### src/design/round_robin_event_dispatcher_assert.svh
// Assertion macros for the event dispatcher
`ifndef ROUND_ROBIN_EVENT_DISPATCHER_ASSERT_SVH
`define ROUND_ROBIN_EVENT_DISPATCHER_ASSERT_SVH

`ifndef ASSERT_OFF
// Same-cycle implication checked on every clock after reset
`define RRED_ASSERT_IMPL(label, clk, rstn, ante, cons) \
    label: assert property (@(posedge clk) disable iff (!rstn) (ante) |-> (cons)) \
        else $error("assertion failed");
// Next-cycle implication checked on every clock after reset
`define RRED_ASSERT_NEXT(label, clk, rstn, ante, cons) \
    label: assert property (@(posedge clk) disable iff (!rstn) (ante) |=> (cons)) \
        else $error("assertion failed");
`else
`define RRED_ASSERT_IMPL(label, clk, rstn, ante, cons)
`define RRED_ASSERT_NEXT(label, clk, rstn, ante, cons)
`endif

`endif

### src/design/rred_pkg.sv
package rred_pkg;

    localparam int NUM_SOURCES = 8;
    localparam int QUEUE_DEPTH = 16;
    localparam int TAG_WIDTH   = 16;
    localparam int SRC_W       = 3;
    localparam int MASK_W      = 8;
    localparam int RC_W        = 32;
    localparam int ADDR_W      = $clog2(QUEUE_DEPTH);
    localparam int CNT_W       = $clog2(QUEUE_DEPTH + 1);
    localparam int NCNT_W      = $clog2(NUM_SOURCES + 1);
    localparam int SLOT_W      = $clog2(NUM_SOURCES);

    localparam logic [2:0] STAT_ACCEPTED   = 3'd0;
    localparam logic [2:0] STAT_INVALID    = 3'd1;
    localparam logic [2:0] STAT_FULL       = 3'd2;
    localparam logic [2:0] STAT_DISPATCHED = 3'd3;
    localparam logic [2:0] STAT_DONE       = 3'd4;

    localparam logic KIND_POST     = 1'b0;
    localparam logic KIND_DISPATCH = 1'b1;

    typedef struct packed {
        logic [SRC_W-1:0]     src;
        logic [TAG_WIDTH-1:0] tag;
    } entry_t;

    typedef struct packed {
        logic              done;
        logic [SLOT_W-1:0] rem;
    } mod_stat_t;

    // Count the present sources
    function automatic logic [NCNT_W-1:0] count_sources(input logic [NUM_SOURCES-1:0] bits);
        logic [NCNT_W-1:0] n;
        n = '0;
        for (int i = 0; i < NUM_SOURCES; i++) begin
            n = n + NCNT_W'(bits[i]);
        end
        return n;
    endfunction

    // Map a slot to the source index of the slot-th set bit
    function automatic logic [SRC_W-1:0] pick_source(input logic [NUM_SOURCES-1:0] bits,
                                                     input logic [SLOT_W-1:0] slot);
        logic [NCNT_W-1:0] seen;
        logic [SRC_W-1:0]  r;
        seen = '0;
        r = '0;
        for (int i = 0; i < NUM_SOURCES; i++) begin
            if (bits[i]) begin
                if (seen == NCNT_W'(slot)) begin
                    r = SRC_W'(i);
                end
                seen = seen + 1'b1;
            end
        end
        return r;
    endfunction

endpackage

### src/design/rred_queue_ram.sv
module rred_queue_ram (
    input  logic                       aclk,
    input  logic                       we,
    input  logic [rred_pkg::ADDR_W-1:0] waddr,
    input  rred_pkg::entry_t           wdata,
    input  logic [rred_pkg::ADDR_W-1:0] raddr,
    output rred_pkg::entry_t           rdata
);
    import rred_pkg::*;

    entry_t mem [QUEUE_DEPTH];
    entry_t rdata_reg;

    // Write port and registered read port
    always_ff @(posedge aclk) begin
        if (we) begin
            mem[waddr] <= wdata;
        end
        rdata_reg <= mem[raddr];
    end

    assign rdata = rdata_reg;
endmodule

### src/design/rred_mod_unit.sv
module rred_mod_unit (
    input  logic                        aclk,
    input  logic                        aresetn,
    input  logic                        start,
    input  logic [rred_pkg::RC_W-1:0]   dividend,
    input  logic [rred_pkg::NCNT_W-1:0] divisor,
    output rred_pkg::mod_stat_t         stat
);
    import rred_pkg::*;

    localparam int BC_W = $clog2(RC_W);

    logic              busy_reg;
    logic              done_reg;
    logic [BC_W-1:0]   bit_cnt_reg;
    logic [RC_W-1:0]   dvd_reg;
    logic [NCNT_W-1:0] dvs_reg;
    logic [NCNT_W-1:0] rem_reg;
    logic [NCNT_W:0]   shifted;
    logic [NCNT_W-1:0] rem_next;

    // One restoring remainder step per cycle
    always_comb begin
        shifted = {rem_reg, dvd_reg[RC_W-1]};
        if (shifted >= {1'b0, dvs_reg}) begin
            rem_next = NCNT_W'(shifted - {1'b0, dvs_reg});
        end else begin
            rem_next = shifted[NCNT_W-1:0];
        end
    end

    always_ff @(posedge aclk) begin
        if (!aresetn) begin
            busy_reg    <= 1'b0;
            done_reg    <= 1'b0;
            bit_cnt_reg <= '0;
        end else begin
            done_reg <= 1'b0;
            if (start) begin
                busy_reg    <= 1'b1;
                bit_cnt_reg <= '0;
                dvd_reg     <= dividend;
                dvs_reg     <= divisor;
                rem_reg     <= '0;
            end else if (busy_reg) begin
                rem_reg     <= rem_next;
                dvd_reg     <= {dvd_reg[RC_W-2:0], 1'b0};
                bit_cnt_reg <= bit_cnt_reg + 1'b1;
                if (bit_cnt_reg == BC_W'(RC_W - 1)) begin
                    busy_reg <= 1'b0;
                    done_reg <= 1'b1;
                end
            end
        end
    end

    assign stat.done = done_reg;
    assign stat.rem  = rem_reg[SLOT_W-1:0];
endmodule

### src/design/round_robin_event_dispatcher.sv
// Post: result registered the next cycle; posts follow back to back while output is free.
// Dispatch: accept, presence scan (read, check per queue entry), round counter modulo,
//   then per slot step a search (read, check per entry), emit (held while the
//   output is full), tail shift on removal (read, write per entry), advance; then done.
// The shared queue RAM (one read, one write port) paces these steps.
// Reset (aresetn low, synchronous): queue empty, round counter and mask zero, output idle.
module round_robin_event_dispatcher (
    input  logic                           aclk,
    input  logic                           aresetn,
    input  logic                           s_valid,
    output logic                           s_ready,
    input  logic                           s_kind,
    input  logic [rred_pkg::SRC_W-1:0]     s_source,
    input  logic [rred_pkg::TAG_WIDTH-1:0] s_event_tag,
    input  logic                           s_callback_valid,
    output logic                           m_valid,
    input  logic                           m_ready,
    output logic [2:0]                     m_status,
    output logic [rred_pkg::SRC_W-1:0]     m_out_source,
    output logic [rred_pkg::TAG_WIDTH-1:0] m_out_tag,
    output logic                           m_last,
    input  logic                           psel,
    input  logic                           penable,
    input  logic                           pwrite,
    input  logic [2:0]                     paddr,
    input  logic [31:0]                    pwdata,
    output logic [31:0]                    prdata,
    output logic                           pready
);
    import rred_pkg::*;

    typedef enum logic [3:0] {
        ST_IDLE, ST_P_RD, ST_P_CHK, ST_MOD_START, ST_MOD_WAIT,
        ST_F_RD, ST_F_CHK, ST_EMIT, ST_C_RD, ST_C_WR, ST_ADV, ST_DONE
    } state_t;

    state_t               state_reg;
    logic [MASK_W-1:0]    mask_reg;
    logic [CNT_W-1:0]     count_reg;
    logic [RC_W-1:0]      rc_reg;
    logic [CNT_W-1:0]     q_reg;
    logic [CNT_W-1:0]     idx_reg;
    logic [NUM_SOURCES-1:0] present_reg;
    logic [SLOT_W-1:0]    slot_reg;
    logic                 emitted_reg;
    entry_t               hold_reg;
    logic                 out_valid_reg;
    logic [2:0]           out_status_reg;
    logic [SRC_W-1:0]     out_src_reg;
    logic [TAG_WIDTH-1:0] out_tag_reg;
    logic                 out_last_reg;

    logic              out_free;
    logic              out_load;
    logic              in_xfer;
    logic              post_ok;
    logic              full;
    logic [NCNT_W-1:0] n_present;
    logic [SRC_W-1:0]  cur_src;
    logic              slot_wrap;
    logic              round_end;
    logic              mem_we;
    logic [ADDR_W-1:0] mem_waddr;
    entry_t            mem_wdata;
    logic [ADDR_W-1:0] mem_raddr;
    entry_t            mem_rdata;
    logic              mod_start;
    mod_stat_t         mod_stat;
    logic              cfg_wr;

    // Handshake and status decode
    assign out_free  = !out_valid_reg || m_ready;
    assign s_ready   = (state_reg == ST_IDLE) && out_free;
    assign in_xfer   = s_valid && s_ready;
    assign full      = count_reg >= CNT_W'(QUEUE_DEPTH);
    assign post_ok   = in_xfer && s_kind == KIND_POST && s_callback_valid && !full;
    assign n_present = count_sources(present_reg);
    assign cur_src   = pick_source(present_reg, slot_reg);
    assign slot_wrap = (NCNT_W'(slot_reg) + 1'b1) == n_present;
    // the counter wrapping to zero also closes a round and restarts at slot zero
    assign round_end = slot_wrap || (&rc_reg);
    assign mod_start = (state_reg == ST_MOD_START) && (n_present != '0);
    assign out_load  = (state_reg == ST_IDLE && in_xfer && s_kind == KIND_POST)
                    || ((state_reg == ST_EMIT || state_reg == ST_DONE) && out_free);

    // Queue RAM port control
    always_comb begin
        mem_we    = 1'b0;
        mem_waddr = count_reg[ADDR_W-1:0];
        mem_wdata = '{src: s_source, tag: s_event_tag};
        if (state_reg == ST_C_WR) begin
            mem_we    = 1'b1;
            mem_waddr = idx_reg[ADDR_W-1:0];
            mem_wdata = mem_rdata;
        end else if (post_ok) begin
            mem_we = 1'b1;
        end
        if (state_reg == ST_C_RD) begin
            mem_raddr = ADDR_W'(idx_reg + 1'b1);
        end else begin
            mem_raddr = q_reg[ADDR_W-1:0];
        end
    end

    rred_queue_ram u_ram (
        .aclk  (aclk),
        .we    (mem_we),
        .waddr (mem_waddr),
        .wdata (mem_wdata),
        .raddr (mem_raddr),
        .rdata (mem_rdata)
    );

    rred_mod_unit u_mod (
        .aclk     (aclk),
        .aresetn  (aresetn),
        .start    (mod_start),
        .dividend (rc_reg),
        .divisor  (n_present),
        .stat     (mod_stat)
    );

    // Configuration port
    assign pready = 1'b1;
    assign cfg_wr = psel && penable && pwrite && !paddr[2];
    assign prdata = paddr[2] ? 32'd0 : {{(32 - MASK_W){1'b0}}, mask_reg};

    // Sequencer and output register
    always_ff @(posedge aclk) begin
        if (!aresetn) begin
            state_reg     <= ST_IDLE;
            mask_reg      <= '0;
            count_reg     <= '0;
            rc_reg        <= '0;
            out_valid_reg <= 1'b0;
            emitted_reg   <= 1'b0;
        end else begin
            if (cfg_wr) begin
                mask_reg <= pwdata[MASK_W-1:0];
            end
            if (out_valid_reg && m_ready && !out_load) begin
                out_valid_reg <= 1'b0;
            end
            case (state_reg)
                ST_IDLE: begin
                    if (in_xfer) begin
                        if (s_kind == KIND_POST) begin
                            out_valid_reg <= 1'b1;
                            out_src_reg   <= s_source;
                            out_tag_reg   <= s_event_tag;
                            out_last_reg  <= 1'b1;
                            if (!s_callback_valid) begin
                                out_status_reg <= STAT_INVALID;
                            end else if (full) begin
                                out_status_reg <= STAT_FULL;
                            end else begin
                                out_status_reg <= STAT_ACCEPTED;
                                count_reg      <= count_reg + 1'b1;
                            end
                        end else begin
                            q_reg       <= '0;
                            present_reg <= '0;
                            state_reg   <= (count_reg == '0) ? ST_DONE : ST_P_RD;
                        end
                    end
                end
                ST_P_RD: begin
                    state_reg <= ST_P_CHK;
                end
                ST_P_CHK: begin
                    // mark registered sources that hold an event
                    if (mask_reg[mem_rdata.src]) begin
                        present_reg[mem_rdata.src] <= 1'b1;
                    end
                    q_reg     <= q_reg + 1'b1;
                    state_reg <= (q_reg + 1'b1 == count_reg) ? ST_MOD_START : ST_P_RD;
                end
                ST_MOD_START: begin
                    state_reg <= (n_present == '0) ? ST_DONE : ST_MOD_WAIT;
                end
                ST_MOD_WAIT: begin
                    if (mod_stat.done) begin
                        slot_reg    <= mod_stat.rem;
                        emitted_reg <= 1'b0;
                        q_reg       <= '0;
                        state_reg   <= ST_F_RD;
                    end
                end
                ST_F_RD: begin
                    state_reg <= ST_F_CHK;
                end
                ST_F_CHK: begin
                    // search oldest event of the slot's source
                    if (mem_rdata.src == cur_src) begin
                        hold_reg  <= mem_rdata;
                        idx_reg   <= q_reg;
                        state_reg <= ST_EMIT;
                    end else begin
                        q_reg     <= q_reg + 1'b1;
                        state_reg <= (q_reg + 1'b1 == count_reg) ? ST_ADV : ST_F_RD;
                    end
                end
                ST_EMIT: begin
                    if (out_free) begin
                        out_valid_reg  <= 1'b1;
                        out_status_reg <= STAT_DISPATCHED;
                        out_src_reg    <= hold_reg.src;
                        out_tag_reg    <= hold_reg.tag;
                        out_last_reg   <= 1'b0;
                        emitted_reg    <= 1'b1;
                        if (idx_reg + 1'b1 >= count_reg) begin
                            count_reg <= count_reg - 1'b1;
                            state_reg <= ST_ADV;
                        end else begin
                            state_reg <= ST_C_RD;
                        end
                    end
                end
                ST_C_RD: begin
                    state_reg <= ST_C_WR;
                end
                ST_C_WR: begin
                    // shift the tail down over the removed entry
                    idx_reg <= idx_reg + 1'b1;
                    if (idx_reg + 2'd2 >= count_reg) begin
                        count_reg <= count_reg - 1'b1;
                        state_reg <= ST_ADV;
                    end else begin
                        state_reg <= ST_C_RD;
                    end
                end
                ST_ADV: begin
                    rc_reg <= rc_reg + 1'b1;
                    q_reg  <= '0;
                    if (round_end) begin
                        // stop after a round that emitted nothing
                        slot_reg    <= '0;
                        emitted_reg <= 1'b0;
                        state_reg   <= (!emitted_reg || count_reg == '0) ? ST_DONE : ST_F_RD;
                    end else begin
                        slot_reg  <= slot_reg + 1'b1;
                        state_reg <= (count_reg == '0) ? ST_DONE : ST_F_RD;
                    end
                end
                ST_DONE: begin
                    if (out_free) begin
                        out_valid_reg  <= 1'b1;
                        out_status_reg <= STAT_DONE;
                        out_src_reg    <= '0;
                        out_tag_reg    <= '0;
                        out_last_reg   <= 1'b1;
                        state_reg      <= ST_IDLE;
                    end
                end
                default: begin
                    state_reg <= ST_IDLE;
                end
            endcase
        end
    end

    assign m_valid      = out_valid_reg;
    assign m_status     = out_status_reg;
    assign m_out_source = out_src_reg;
    assign m_out_tag    = out_tag_reg;
    assign m_last       = out_last_reg;

`include "round_robin_event_dispatcher_assert.svh"

    `RRED_ASSERT_IMPL(a_count_bound, aclk, aresetn, 1'b1, count_reg <= CNT_W'(QUEUE_DEPTH))
    `RRED_ASSERT_IMPL(a_search_nonempty, aclk, aresetn, state_reg == ST_F_RD, count_reg != '0)
    `RRED_ASSERT_NEXT(a_post_grows, aclk, aresetn, post_ok, count_reg == $past(count_reg) + 1'b1)
endmodule

### config.mk
export PLATFORM = sky130hd
export DESIGN_NAME = round_robin_event_dispatcher
export DESIGN_NICKNAME = d
export VERILOG_FILES = /design/src/design/rred_pkg.sv /design/src/design/rred_queue_ram.sv /design/src/design/rred_mod_unit.sv /design/src/design/round_robin_event_dispatcher.sv
export VERILOG_INCLUDE_DIRS = /design/src /design/src/design
export SDC_FILE = /design/constraint.sdc
export NUM_CORES = 1
export LEC_CHECK = 0
export BUFFER_PORTS_ARGS = -buffer_cell sky130_fd_sc_hd__buf_2
export CORE_UTILIZATION = 55
export CTS_BUF_LIST = sky130_fd_sc_hd__clkbuf_4
export CTS_CLUSTER_DIAMETER = 80
export DETAILED_ROUTE_END_ITERATION = 6
export PLACE_DENSITY = 0.76
export SYNTH_ARGS = -nofsm -noshare
export SYNTH_HDL_FRONTEND = slang
export SYNTH_SLANG_ARGS = --single-unit
### constraint.sdc
create_clock -name aclk -period 5.5 [get_ports aclk]
set_input_delay 0.275 -clock aclk [delete_from_list [all_inputs] [get_ports aclk]]
set_output_delay 0.275 -clock aclk [all_outputs]
set_load 0.05 [all_outputs]
======== After elaboration in Yosys (flattened, before gate mapping) ========
Memory sizes are Yosys's and may differ from the RTL's. A register that Yosys moved wholly into a read port is not among the register bits.
Index checks and enable logic that the tools add are counted.
cells by class
  $add $sub $neg .......................... 23
  order comparisons ....................... 6
  equal/unequal tests ..................... 36
  mux-type cells .......................... 109
  bitwise gates (word level) .............. 4
  reductions and logical operators ........ 52
operator list
  operator                 count
  $mux W4                  22
  $mux W3                  22
  $mux W16                 4
  $mux W32                 2
  $mux W5                  12
  $pmux W16 S3             1
  $pmux W4 S12             1
  $add A32 B1 Y32 const B  1
  $mux W8                  4
  $reduce_and A32 Y1       1
  $eq A4 B3 Y1             7
  $pmux W5 S5              1
  $add A4 B1 Y4 const B    6
  $mux W1                  23
  $ne A2 B2 Y1 const B     11
  $add A5 B1 Y5 const B    4
  $mux W19                 1
  $pmux W3 S3              2
  $add A4 B1 Y4            4
  $eq A4 B3 Y1 const B     4
  $eq A4 B4 Y1 const B     4
  $pmux W8 S2              1
  $logic_and A1 B1 Y1      15
  $pmux W5 S3              1
  other kinds (45)         76
storage, ports and cells
  register bits ........................... 161
  RAM bits ................................ 304
  input bits .............................. 63
  memories ................................ 1
memory list
  memory     words  bits a word  read ports  clocked after Yosys merged registers in  write ports  RTL line              text
  u_ram.mem  16     19           1           1                                        1            rred_queue_ram.sv:11  entry_t mem [QUEUE_DEPTH];

======== Logic depth before layout (Yosys ltp) ========
Gate-level depths: netlist of run 1.
  word-level depth ........................ 19
  gate-level depth with buffers ........... 22

======== Hierarchy ========
Synthesis of run 1 repeated with hierarchy kept, for this count alone.
second synthesis, totals
  cells, all modules ...................... 1,441
  area total of the unflattened synthesis .. 21,242.9 µm²
by module, submodules not included
  module                        times used  cells an instance  area an instance (µm²)
  rred_queue_ram                1           507                11,845.1
  round_robin_event_dispatcher  1           790                7,223.2
  rred_mod_unit                 1           144                2,174.6

======== Worst setup path after synthesis of run 1 ========
No wires, ideal clock.
  kind .................................... reg2reg
  start point ............................. register present_reg[0]
  end point ............................... register hold_reg[0] (netlist name), enable pin
  setup time .............................. 395 ps
  arrival time ............................ 5,404 ps
  required time ........................... 5,105 ps
  setup slack ............................. -299 ps
  stages on the path, launching flop included .. 21
  clock period less this slack ............ 5,799 ps
  cells stage by stage .................... edfxtp_1 > ha_1 > nor2_1 > nor2_1 > ha_1 > nand2_1 > o31ai_2 > ha_1 > and2_1 > or3_1 > ha_1 > nor2b_1 > nor2_1 > ha_1 > inv_1 > mux2_2 > a21o_1 > a2111oi_4 > o211a_2 > o22ai_2 > nor2_1
between the ends
  cells in the longest elaborated chain, start to end .. 18
  elaborated cells between the ends (all ways) .. 36
  those cells by class .................... add/sub (6); eq/ne (8); mux (21); reduce/logical (1)
ends and longest elaborated chain
  what                                                  RTL line                             text
  start, declared                                       round_robin_event_dispatcher.sv:43   logic [NUM_SOURCES-1:0] present_reg;
  start signal, assigned                                round_robin_event_dispatcher.sv:162  present_reg <= '0;
  start signal, assigned by index                       round_robin_event_dispatcher.sv:173  present_reg[mem_rdata.src] <= 1'b1;
  $mux W1 *                                             rred_pkg.sv:51                       if (bits[i]) begin
  $add A4 B1 Y4 / $eq A4 B3 Y1 (equally long branches)  rred_pkg.sv:55, rred_pkg.sv:52
  $mux W4 / $mux W1 (equally long branches)             rred_pkg.sv:51, rred_pkg.sv:52
  $add A4 B1 Y4, or another cell as far along           rred_pkg.sv:55                       seen = seen + 1'b1;
  $mux W4 / $mux W3 (equally long branches)             rred_pkg.sv:51, rred_pkg.sv:52
  $add A4 B1 Y4, or another cell as far along           rred_pkg.sv:55
  $mux W4 / $mux W3 (equally long branches)             rred_pkg.sv:51, rred_pkg.sv:52
  $add A4 B1 Y4, or another cell as far along           rred_pkg.sv:55
  (+2 left out)                                         n/a
  $mux W4 / $mux W3 (equally long branches)             rred_pkg.sv:51, rred_pkg.sv:52
  $add A4 B1 Y4, or another cell as far along           rred_pkg.sv:55
  $mux W4 / $mux W3 (equally long branches)             rred_pkg.sv:51, rred_pkg.sv:52
  $eq A4 B3 Y1 / $mux W3 (equally long branches)        rred_pkg.sv:52, rred_pkg.sv:51
  $mux W3                                               rred_pkg.sv:52                       if (seen == NCNT_W'(slot)) begin
  $mux W3 *                                             rred_pkg.sv:51
  $eq A3 B3 Y1 *                                        round_robin_event_dispatcher.sv:194  if (mem_rdata.src == cur_src) begin
  $reduce_and A3 Y1 (no source line) *                  n/a
  end signal, assigned                                  round_robin_event_dispatcher.sv:195  hold_reg <= mem_rdata;
  end, declared                                         round_robin_event_dispatcher.sv:46   entry_t hold_reg;
Every way passes the cells marked *; elsewhere a longest branch is shown, timed or not.
A chain may end at the register's enable or synchronous reset.

======== Final worst setup path of run 1 ========
  start point ............................. register present_reg[0]
  end point ............................... register hold_reg[3] (netlist name), enable pin
Same word-level chain as after synthesis.

==> metrics list, run 1 <==
- Max FFs per register: 304
* Clock slew seen by the registers of the worst setup and hold paths: 0.07 ns
- Data arrival at the endpoint of the critical path: 5.81 ns
- Combined flip-flop and latch cell area: 13760 um2
- Source of the worst hold timing path: pwrite
* Startpoint of the worst-slack reg-to-reg timing path: present_reg[0]
* Class of the most critical hold timing path: in -> reg
* Launching element type of the critical path: flop
- Summed instance area of the synthesized netlist: 21400 um2
* Element type at the critical path end: flop
- DRC marker count from the first detailed-route iteration: 1123
- Slew of the pin with the lowest slew margin: 1.054 ns
* Layout cell share with drive strength beyond 1: 0.2369
- The layout has 2828 filler cells.
* Max frequency: 0.1885 GHz
- Std cell rows: 71
* Met2 track utilization from global routing: 0.4176
- Die ar.: 39710 um2
- Using the TritonRoute via totals, the vias-per-cell ratio works out to 5.767.
* Grt ovf: 0
- For this run, the post-layout net count is 1859.
- Crit Path Class: reg -> reg
* Initial core utilization: 0.5629
- The worst pin sits at a relative slew slack of 0.2900.
* Count of endpoints failing setup in the final report: 0
- The pre-antenna-repair detailed-routing pass consisted of 7 iterations.
- The number of cells on the worst reg-to-reg path is 22.
- The clock tree synthesis step divided the H-tree into 3 levels.
* Area occupied by multi-input gates: 7221 um2
- Clock root cell: clkbuf_4
* Detailed-route wire length: 48410 um
- Clock skew on the completed layout was measured at 0.07811 ns.
- The checks that failed: design-rule violations.
- Post-route cell area: 24520 um2
* Number of flops mapped to enable cells by yosys: 407
- The first global-routing pass estimated 73020 um of wire.
- The initial antenna violation count is 1.
* CTS Buffer Depth: 3
* Total power divided by cell area: 447.5 nW/um2
- The core region is 38020 um2.
- Per-cell routed wire length: 20.44 um
* Max-cap violations: 0
- DRT antenna net count: 0
- Final Cycle Share: 0.9648
- GR Util met1: 0.3103
- Number of hold-slack violations in the final timing report: 0
- Most common cell after layout, fill and taps aside: edfxtp_1
- The worst hold path terminates at mask_reg[7].
- The worst register-to-register path has a setup slack of 0.19 ns.
- Total of warnings raised by yosys: 0
* Clock tree from TritonCTS: done
* Die span in x: 199.3 um
- PnR Total Power: 10.97 mW
* Via count of the first global-routing pass: 13520
- Sink count of the clock tree: 484
- Hold Path Stages: 4
- Max VDD drop: 0.2270 mV
- The synthesized netlist contains 83 unique library cells.
- Summing all placed instances gives a cell area of 22450 um2.
- Summed over all cells, the static leakage comes to 8.914 nW.
- TritonCTS Buffers: 114
- Part of the Yosys area used for sequential elements: 0.6430
- In the synthesized netlist, the number of instances is 1564.
- The HPWL after detailed placement is 27980 um.
- In the global route stage, met3 resource usage came out at 0.04371.
- Most crowded layer after global routing: met2
- The top cell types in the final layout, fill and taps aside, are edfxtp_1 (407), nand2_1 (266), clkbuf_4 (180), mux4_2 (78), dfxtp_1 (77).
- After synthesis the netlist holds a flip-flop and latch count of 484.
- Clock Latency Late Sink: 0.85 ns
- Quantity of I/O buffers inserted on ports: 69
- Proportion of register bits with asynchronous set or reset after synthesis: 0
* Min cycle time layout: 5.306 ns
* Remaining design rule violation count: 1
- Average size of a mapped cell: 13.68 um2
* Ports placed on the boundary: 121
- The flow ran to the end, but the final reports show violations.
* Maximum number of pins on one net before global-route repair: 77
* Global-route total usage across every layer: 0.2453
* End of the worst register-to-register path: hold_reg[3]
- Placer Congestion: 0.8714
- For this run, the leading register cell type out of synthesis is edfxtp_1.
- In this run the vertical extent of the chip is 199.3 um.
- Fin. max-slew vios: 0
* Required time of the worst setup path: 6.01 ns
* Area growth from synthesis to layout: 14.56%
- Worst Path Max Fanout: 5
- Number of vias after detailed routing: 13660
[per-layer routing]
layer,up-vias,wire length (um)
met3,97,3077
li1,6224,-
met5,-,0
met4,0,1486
met2,543,24560
met1,6798,19290
[where the power goes]
part	total (mW)	switching, mW	internal, mW
combinational	3.36	1.93	1.42
clock	3.00	1.42	1.58
sequential	4.61	0.249	4.37
total	11.0	3.60	7.37
[synth_stat cells (all sizes together), types with 3 or more instances]
master | number | area [um2]
nand3 | 41 | 205.2
nor4 | 9 | 92.59
dfxtp | 77 | 1541
and3 | 11 | 68.82
xor2 | 41 | 359.1
o221ai | 3 | 32.53
a21o | 7 | 52.55
nor2b | 36 | 225.2
and4 | 5 | 43.79
ha | 33 | 412.9
o21ai | 36 | 180.2
clkbuf | 54 | 202.7
inv | 40 | 150.1
buf | 48 | 306.5
nor3 | 20 | 105.1
or3 | 13 | 81.33
fa | 6 | 120.1
a31oi | 13 | 87.58
a211oi | 24 | 180.2
nor2 | 94 | 355.3
nand2 | 267 | 1010
mux2i | 28 | 280.3
a21oi | 53 | 265.3
nand2b | 8 | 50.05
o31ai | 6 | 50.05
xnor2 | 31 | 286.5
and2 | 5 | 31.28
xnor3 | 3 | 68.81
mux4 | 78 | 1757
o22a | 3 | 26.28
edfxtp | 407 | 12220
nand4 | 15 | 93.84
o22ai | 7 | 56.30
[what timing repair did]
action | in CTS | in global routing
endpoints found under the setup margin | 0 | 29
hold buffers | 39 | 0
hold endpoints to repair | 70 | 0
buffers inserted | 0 | 3
resized for setup | 0 | 10
[per-stage QoR]
stage	hold slack [ns]	util	instances	setup slack [ns]	setup TNS, ns
detailed placement	0.4184	0.5904	2107	0.1203	0
global placement	0.4139	0.5904	2107	0.2008	0
floorplan	0.4064	-	1587	0.004491	0
CTS	0.04644	0.6415	2362	0.05064	0
finish	0.1041	0.6449	2369	0.1937	0
global route	0.1149	0.6449	2369	-0.02063	-0.05499
[worst max-delay path by stage]
stage,startpoint,to,cells after the start
finish,present_reg[0],hold_reg[3],22
global route,present_reg[0],hold_reg[3],22
CTS,present_reg[0],hold_reg[2],22
detailed placement,present_reg[0],q_reg[1],21
global placement,present_reg[0],q_reg[4],21
floorplan,present_reg[0],hold_reg[0],20
[cell type report]
cell class,instances,share of cell area
multi-input combinational,959,0.2945
sequential,484,0.5613
inverter,42,0.006430
clock inverter,36,0.008114
clock buffer,180,0.05511
tap,511,0.02608
timing repair buffer,156,0.04833
antenna,1,0.0001021
[cells by family (layout without fill, tap and decap cells)]
family | count (synthesis) | count (layout) | share of synthesized area
AO/OA/AOI/OAI | 176 | 176 | 0.05466
XOR/XNOR | 75 | 75 | 0.03338
adder cells (fa/ha/maj) | 39 | 39 | 0.02490
buffers and inverters | 144 | 414 | 0.03116
flip-flops | 484 | 484 | 0.6430
multiplexers | 107 | 107 | 0.09570
other | 2 | 26 | 0.0003509
AND/OR/NAND/NOR | 537 | 537 | 0.1168
[critical path, stage by stage, from the launching register on]
cell	delay, ns
edfxtp_1	0.43
buf_4	0.17
ha_1	0.21
nor2_2	0.11
nor2_1	0.06
ha_1	0.30
nand2_1	0.09
o31ai_2	0.09
ha_1	0.30
and2_1	0.17
or3_4	0.36
ha_4	0.24
nor2b_4	0.13
nor2_1	0.06
ha_1	0.27
inv_1	0.05
mux2_2	0.27
a21o_1	0.18
a2111oi_4	0.54
o31a_1	0.30
o22ai_4	0.12
nor2_4	0.27
clkbuf_16	0.23
Power figures use the tool's default switching activity.
==> run 2: changes to the inputs <==
--- a/config.mk
+++ b/config.mk
@@ -14,4 +14,5 @@
 export PLACE_DENSITY = 0.76
 export SYNTH_ARGS = -nofsm -noshare
 export SYNTH_HDL_FRONTEND = slang
+export SYNTH_HIERARCHICAL = 1
 export SYNTH_SLANG_ARGS = --single-unit
==> run 2 against run 1 <==
Effect of this change: the flow now finishes without violations; count of clock-buffer cells in the layout grew 2; non-clock buffer count down 3; combinational power shrank 11%; via count is 4.8% lower; first-iteration DRC count shrank 7.6%; hold slack worse by 0.021 ns; core utilization shrank 0.19 points; synthesized cell count shrank 7.9%; clock skew grew 0.014 ns; sequential power is 3% lower; die area fell by 0.74%; global-route usage decreased by 0.31 points; largest cell class unchanged; highest routed layer unchanged.
==> metrics list, run 2 <==
- The run finished with clean final reports.
* Min cycle time layout: 5.385 ns
- Final-layout fill cell count: 2720
* Clock skew after layout: 0.09209 ns
- Count of TritonRoute iterations in the first routing pass: 5
- The count of buffers added on input and output ports is 69.
- Clock network fraction of design power: 0.291
* Global-route total usage across every layer: 0.2422
- Slack of the critical path: 0.1155 ns
- Most used DFF post-synth: edfxtp_1
- In the synthesized netlist, the number of instances is 1441.
* Sequential cell fraction of total power: 0.425
- Setup violations remaining at the end of the flow were counted as 0.
- STA classifies the critical path endpoint as a flop.
* DRC marker count from the first detailed-route iteration: 1038
- Final Net Count: 1744
- Cell taking the most area after synthesis: edfxtp_1
* Layout cell share with drive strength beyond 1: 0.2760
* Summed instance area of the synthesized netlist: 21240 um2
- TritonCTS built the clock tree.
- Via count of the first global-routing pass: 13070
- Met2 track utilization from global routing: 0.4135
* Total power divided by cell area: 430.6 nW/um2
- Mux share of post-synthesis cell area: 0.1030
* Per-cell routed wire length: 20.57 um
- Counting every sink on the clock net gives 484.
* Post-synth top area share: 0.5753
- Parity-gate share of the synthesized area counting xor and xnor cells: 0.03328
* Wire length of the first global-routing pass: 71770 um
- The library cell used most frequently in the layout, excluding fill and tap cells, is edfxtp_1.
- Across the VDD grid, the largest voltage drop is 0.2761 mV.
* Crit Path Class: reg -> reg
* Max FFs per register: 304
- In the post-synthesis netlist, the cell with the most instances is edfxtp_1.
- Entering global routing, the biggest net connects 61 pins.
- In this run the deepest clock path goes through 3 buffers.
- The Yosys step of the flow raised 6 warnings.
* HPWL reported at the end of detailed placement: 28100 um
- The complex-gate fraction of the synthesized area was 0.06938.
* Area growth from synthesis to layout: 14.55%
* Std cell rows: 71
- The initial antenna violation count came to 1.
- Of all nets on the critical path, the largest fanout is 4.
- By area, the combinational part of the netlist is dominated by multiplexers.
- The share of total power dissipated in combinational logic is 0.285.
* Area share of fa/ha/maj cells after synthesis: 0.02509
* Clock slew seen by the registers of the worst setup and hold paths: 0.07 ns
- Die ar.: 39410 um2
- Ports placed on the boundary: 121
- After global routing, the most crowded layer is met2.
* Placer Congestion: 0.8869
- Initial core utilization: 0.5613
- The clock reaches the later pin of the worst-skew pair after 0.83 ns.
- GR Util met1: 0.3070
- Internal power contribution: 7.209 mW
- Detailed-route wire length: 46380 um
* Unique cell type count in the Yosys netlist: 88
* Top area cells in the synthesized netlist: edfxtp_1 (58%), mux4_2 (8.1%), dfxtp_1 (7.3%)
- The analysis attributes to net switching a power of 3.269 mW.
- The final number of max-transition violations is 0.
- The min-delay analysis places its worst path in the category in -> reg.
- Switching share of total power: 0.3120
* Detail-routed via count per cell: 5.769
- Most frequent cells after synthesis: edfxtp_1 (407), nand2_1 (154), nor2_1 (87)
- The die is 198.5 um wide.
- Number of vias after detailed routing: 13010
* Slew of the pin with the lowest slew margin: 1.186 ns
* DRT antenna net count: 0
* Grt ovf: 0
- Part of the Yosys area used for sequential elements: 0.6479
- Counting flops with a built-in enable in the synthesized netlist gives 407.
- In this run the standard cell core region covers 37840 um2.
- STA classifies the critical path startpoint as a flop.
- Static timing analysis puts the maximum clock frequency at 0.1857 GHz.
* Post-layout util: 0.6430
- For this run, design rule violations remaining after detail routing come to 0.
- Synthesis inferred 484 register bits.
* Maximum level of the CTS H-tree: 3
- Of the total synthesized cell area, the portion taken by AND, OR, NAND and NOR gates is 0.08870.
- Data arrival at the endpoint of the critical path: 5.89 ns
- For this run, asynchronously set or reset flops after synthesis account for 0.
* Pleak: 8.749 nW
- Y dimension of the die: 198.5 um
- Max-cap violations: 0
* Max_slew headroom: 0.2092
* Final Cycle Share: 0.9790
- Commonest non-fill, non-tap cells in the layout: edfxtp_1 (407), clkbuf_4 (182), nand2_1 (154), dfxtp_1 (77), mux4_2 (76)
- TritonCTS Buffers: 116
* Met3 routing resource usage after global routing: 0.05036
- Timing analysis after detailed placement gives a worst setup slack of -0.02816 ns.
- Number of hold-slack violations in the final timing report: 0
- A synthesized cell averages 14.74 um2.
- The cell sitting at the root of the clock tree is a clkbuf_4.
- At the worst endpoint, the required time is 6.00 ns.
run 2: path summary, 6_finish.rpt:
kind	end	cells past startpoint	startpoint	slack (ns)
setup / recovery	hold_reg[12]	21	present_reg[0]	0.12
hold / removal	mask_reg[0]	4	penable	0.08
setup reg to reg	hold_reg[12]	21	present_reg[0]	0.12
hold reg to reg	hold_reg[12]	0	u_ram/rdata[12]	0.43
run 2: layout make-up:
class / count / area [um2] / area share
inverter: 40 / 150.1 / 0.006170
tap: 511 / 639.4 / 0.02628
timing repair buffer: 153 / 1131 / 0.04648
multi-input combinational: 847 / 7051 / 0.2897
antenna: 1 / 2.502 / 0.0001028
clock buffer: 182 / 1366 / 0.05615
sequential: 484 / 13760 / 0.5656
clock inverter: 37 / 230.2 / 0.009461
run 2: power groups by stage:
stage	registers, mW	clock network, mW	logic [mW]
global placement	4.51	0	2.81
CTS	4.44	3.12	2.91
finish	4.45	3.04	2.98
global route	4.47	3.31	3.24
detailed placement	4.52	0	2.86
floorplan	4.49	0	2.21
run 2: layer usage:
layer  up-vias  wire length, um
li1       5906                -
met1      6486            18510
met2       547            23430
met3        70             3452
met4         0              984
met5         -                0
run 2: cell families after synthesis:
| family | count (synthesis) |
|---|---|
| AOI/OAI and AO/OA | 204 |
| xor gates and xnor gates | 74 |
| adders and majority gates | 39 |
| buffers and inverters | 133 |
| DFF | 484 |
| muxes | 119 |
| other | 2 |
| and+or+nand+nor | 386 |
run 2: worst max-delay path, stage by stage, from the launching register on:
cell       delay (ns)
edfxtp_1         0.45
ha_2             0.21
and2b_1          0.16
or2_2            0.30
ha_4             0.25
nand2b_4         0.15
o31ai_4          0.07
inv_1            0.08
ha_1             0.29
and2_1           0.17
or2_2            0.31
ha_4             0.27
nor2_1           0.05
a311oi_2         0.33
buf_4            0.17
xor2_1           0.09
or4b_4           0.58
or3_4            0.36
o311ai_4         0.12
nand3_4          0.14
nor2_4           0.28
clkbuf_16        0.23
run 2: repair_timing:
item	4_1_cts	5_1_grt
endpoints found under the setup margin	24	29
hold buffers	35	0
buffers inserted	1	5
cloned	0	1
resized for setup	1	11
hold endpoints to repair	76	0
pin swaps	0	8
run 2: through the flow:
| stage | instance area, um2 | power, mW | instances | setup TNS, ns | hold slack (ns) |
|---|---|---|---|---|---|
| after detailed placement | 22230 | 7.386 | 1993 | -0.4990 | 0.4132 |
| after CTS | 24190 | 10.48 | 2248 | 0 | 0.01806 |
| after floorplan | 21340 | 6.699 | 1464 | 0 | 0.4064 |
| after global placement | 22230 | 7.321 | 1993 | 0 | 0.4116 |
| after global routing | 24330 | 11.02 | 2255 | -0.09117 | 0.06092 |
| final | 24330 | 10.48 | 2255 | 0 | 0.08361 |
==> run 3: changes to the inputs <==
--- a/config.mk
+++ b/config.mk
@@ -11,7 +11,7 @@
 export CTS_BUF_LIST = sky130_fd_sc_hd__clkbuf_4
 export CTS_CLUSTER_DIAMETER = 80
 export DETAILED_ROUTE_END_ITERATION = 6
-export PLACE_DENSITY = 0.76
+export PLACE_DENSITY = 0.73
 export SYNTH_ARGS = -nofsm -noshare
 export SYNTH_HDL_FRONTEND = slang
 export SYNTH_HIERARCHICAL = 1
==> constraint.sdc (replaced) <==
create_clock -name aclk -period 5.2 [get_ports aclk]
set_input_delay 0.26 -clock aclk [delete_from_list [all_inputs] [get_ports aclk]]
set_output_delay 0.26 -clock aclk [all_outputs]
set_load 0.05 [all_outputs]
==> run 3 against run 2 <==
Effect of this change: wire length grew 1.8%; via count is 1.1% higher; first-iteration DRC count is 27% higher; highest routed layer unchanged.
==> metrics list, run 3 (synthesis gave the netlist of run 2 again) <==
- The worst register-to-register path begins at present_reg[1].
- The wire-length estimate of the detail-placed layout is 28180 um.
- Worst setup path startpoint: present_reg[1]
- The worst-case IR drop observed on VDD is 0.2608 mV.
* Fin. max-slew vios: 0
- The clock period could shrink to 5.011 ns.
- Leaving out fill and tap cells, the most frequent cells in the layout are edfxtp_1 (407), clkbuf_4 (192), nand2_1 (154), dfxtp_1 (77), mux4_2 (76).
- CTS Buffer Depth: 3
- The most critical setup path has its endpoint at hold_reg[3].
- Number of antenna violations at the first check in global routing: 1
- Wire length of the first global-routing pass: 72350 um
- Class of the most critical hold timing path: in -> reg
- Launching element type of the critical path: flop
- For this run, the top clock speed supported by timing is 0.1995 GHz.
* Final Net Count: 1757
* Layout cell share with drive strength beyond 1: 0.2861
- Die ar.: 39410 um2
* Clock tree from TritonCTS: done
- Maximum number of pins on one net before global-route repair: 47
- In the routed design, unresolved DRC markers number 0.
- DRT antenna net count: 0
* Max FFs per register: 304
- The via count of the first global-routing pass is 13150.
- Maximum level of the CTS H-tree: 3
- Count of TritonRoute iterations in the first routing pass: 5
- Ports placed on the boundary: 121
- Source of the worst hold timing path: penable
- The clock arrives with 0.06534 ns of skew.
- Placer Congestion: 0.8493
- Final sum of negative setup slack: 0 ns
* Data arrival at the endpoint of the critical path: 5.56 ns
* Die span in x: 198.5 um
- Number of vias after detailed routing: 13150
- Pleak: 8.847 nW
- Detail-routed via count per cell: 5.791
- Final Cycle Share: 0.9637
- Max_slew headroom: 0.2360
- Slew of the pin with the lowest slew margin: 1.146 ns
* Grt ovf: 0
* Area growth from synthesis to layout: 15.68%
- TritonCTS created 117 clock buffers.
- Buffers placed on the I/O ports in this run total 69.
* Worst Path Max Fanout: 9
- Clock slew seen by the registers of the worst setup and hold paths: 0.07 ns
- Max-cap violations in this run came to 0.
- For this configuration, the core starts out at a cell density of 0.5613.
- Sink count of the clock tree: 484
- Placeable core region: 37840 um2
* Final-layout fill cell count: 2748
* Number of hold-slack violations in the final timing report: 0
- The die is 198.5 um tall.
- For the worst flop-to-flop path, the logic depth is 21.
- Per-cell routed wire length: 20.79 um
- Flop-to-flop setup slack: 0.19 ns
* Std cell rows: 71
- The first routing iteration left 1322 violations.
- Setup violations remaining at the end of the flow were counted as 0.
- Hold slack: 0.06121 ns
- At the worst endpoint, the required time is 5.75 ns.
- In the global route stage, overall resource usage came out at 0.2452.
- The worst setup path is captured at a flop.
- Unrepaired setup endpoints after global routing: no
- In this run the power density over the cells is 458.8 nW/um2.
- Result of the run: completed
- The worst register-to-register path ends at hold_reg[3].
* Detailed-route wire length: 47200 um
* Most common cell after layout, fill and taps aside: edfxtp_1
- Clock Latency Late Sink: 0.84 ns
* Clock root cell: clkbuf_4
- The worst setup path is of the reg -> reg kind.
run 3: cell types whose count changed in the layout (fill, tap and decap cells not counted), sizes merged:
cell         delta
dlygate4sd3     +4
inv             -3
buf             +7
clkinv          -4
clkbuf         +11
run 3: worst min-delay path by stage:
stage	to	slack (ns)	depth (start not counted)
floorplan	mask_reg[0]	0.40	2
global placement	hold_reg[1]	0.41	0
detailed placement	hold_reg[1]	0.42	0
CTS	mask_reg[4]	0.007	4
global route	m_out_source[0]	0.07	2
finish	mask_reg[4]	0.06	4
run 3: cell type report:
class	instances	area [um2]	area share
repair buffers	165	1261	0.05132
clock inverters	30	226.5	0.009215
multi-input cells	847	7091	0.2885
flip-flops and latches	484	13760	0.5601
well taps	511	639.4	0.02602
inverters	40	150.1	0.006110
diodes	1	2.502	0.0001018
clock buffers	192	1441	0.05865
run 3: power breakdown:
group	switching [mW]	leakage [nW]	internal, mW
clock	1.50	0.987	1.82
sequential	0.196	4.30	4.51
combinational	1.82	3.56	1.43
run 3: per-layer routing:
| layer | global-route usage | vias up | wire length (um) | share of wire |
|---|---|---|---|---|
| li1 | - | 5933 | - | - |
| met1 | 0.3179 | 6557 | 19020 | 0.40 |
| met2 | 0.4012 | 540 | 23270 | 0.49 |
| met3 | 0.05137 | 116 | 3245 | 0.069 |
| met4 | 0.1085 | 0 | 1653 | 0.035 |
| met5 | 0 | - | 0 | 0 |
run 3: per-stage QoR:
| step | worst slack [ns] | utilization | total power [mW] | std cells | area (um2) |
|---|---|---|---|---|---|
| floorplan | 0.006360 | - | 7.149 | 1464 | 21420 |
| global placement | 0.09797 | 0.5911 | 7.842 | 1999 | 22370 |
| detailed placement | -0.02260 | 0.5911 | 7.917 | 1999 | 22370 |
| CTS | -0.006244 | 0.6456 | 11.27 | 2260 | 24430 |
| global route | 0.01021 | 0.6494 | 11.86 | 2270 | 24570 |
| finish | 0.1886 | 0.6494 | 11.27 | 2270 | 24570 |
run 3: repair_timing:
item / in CTS / in global routing
setup endpoints to repair: 2 / 29
pin swaps: 0 / 10
resized for setup: 1 / 9
hold buffers: 39 / 0
hold endpoints to repair: 75 / 0
cloned: 0 / 2
setup buffers: 0 / 7
run 3: critical path, stage by stage, from the launching register on:
cell and delay (ns):
edfxtp_1 0.46, ha_4 0.19, and2b_2 0.19, or2_4 0.24
ha_4 0.24, nand2b_4 0.15, o31ai_4 0.06, inv_2 0.07
ha_4 0.21, and2_4 0.15, or2_4 0.25, ha_4 0.26
nor2_1 0.04, a311oi_2 0.25, buf_4 0.17, xor2_1 0.10
or4b_4 0.59, or3_4 0.36, o311ai_4 0.11, nand3_4 0.16
nor2_4 0.28, clkbuf_16 0.25
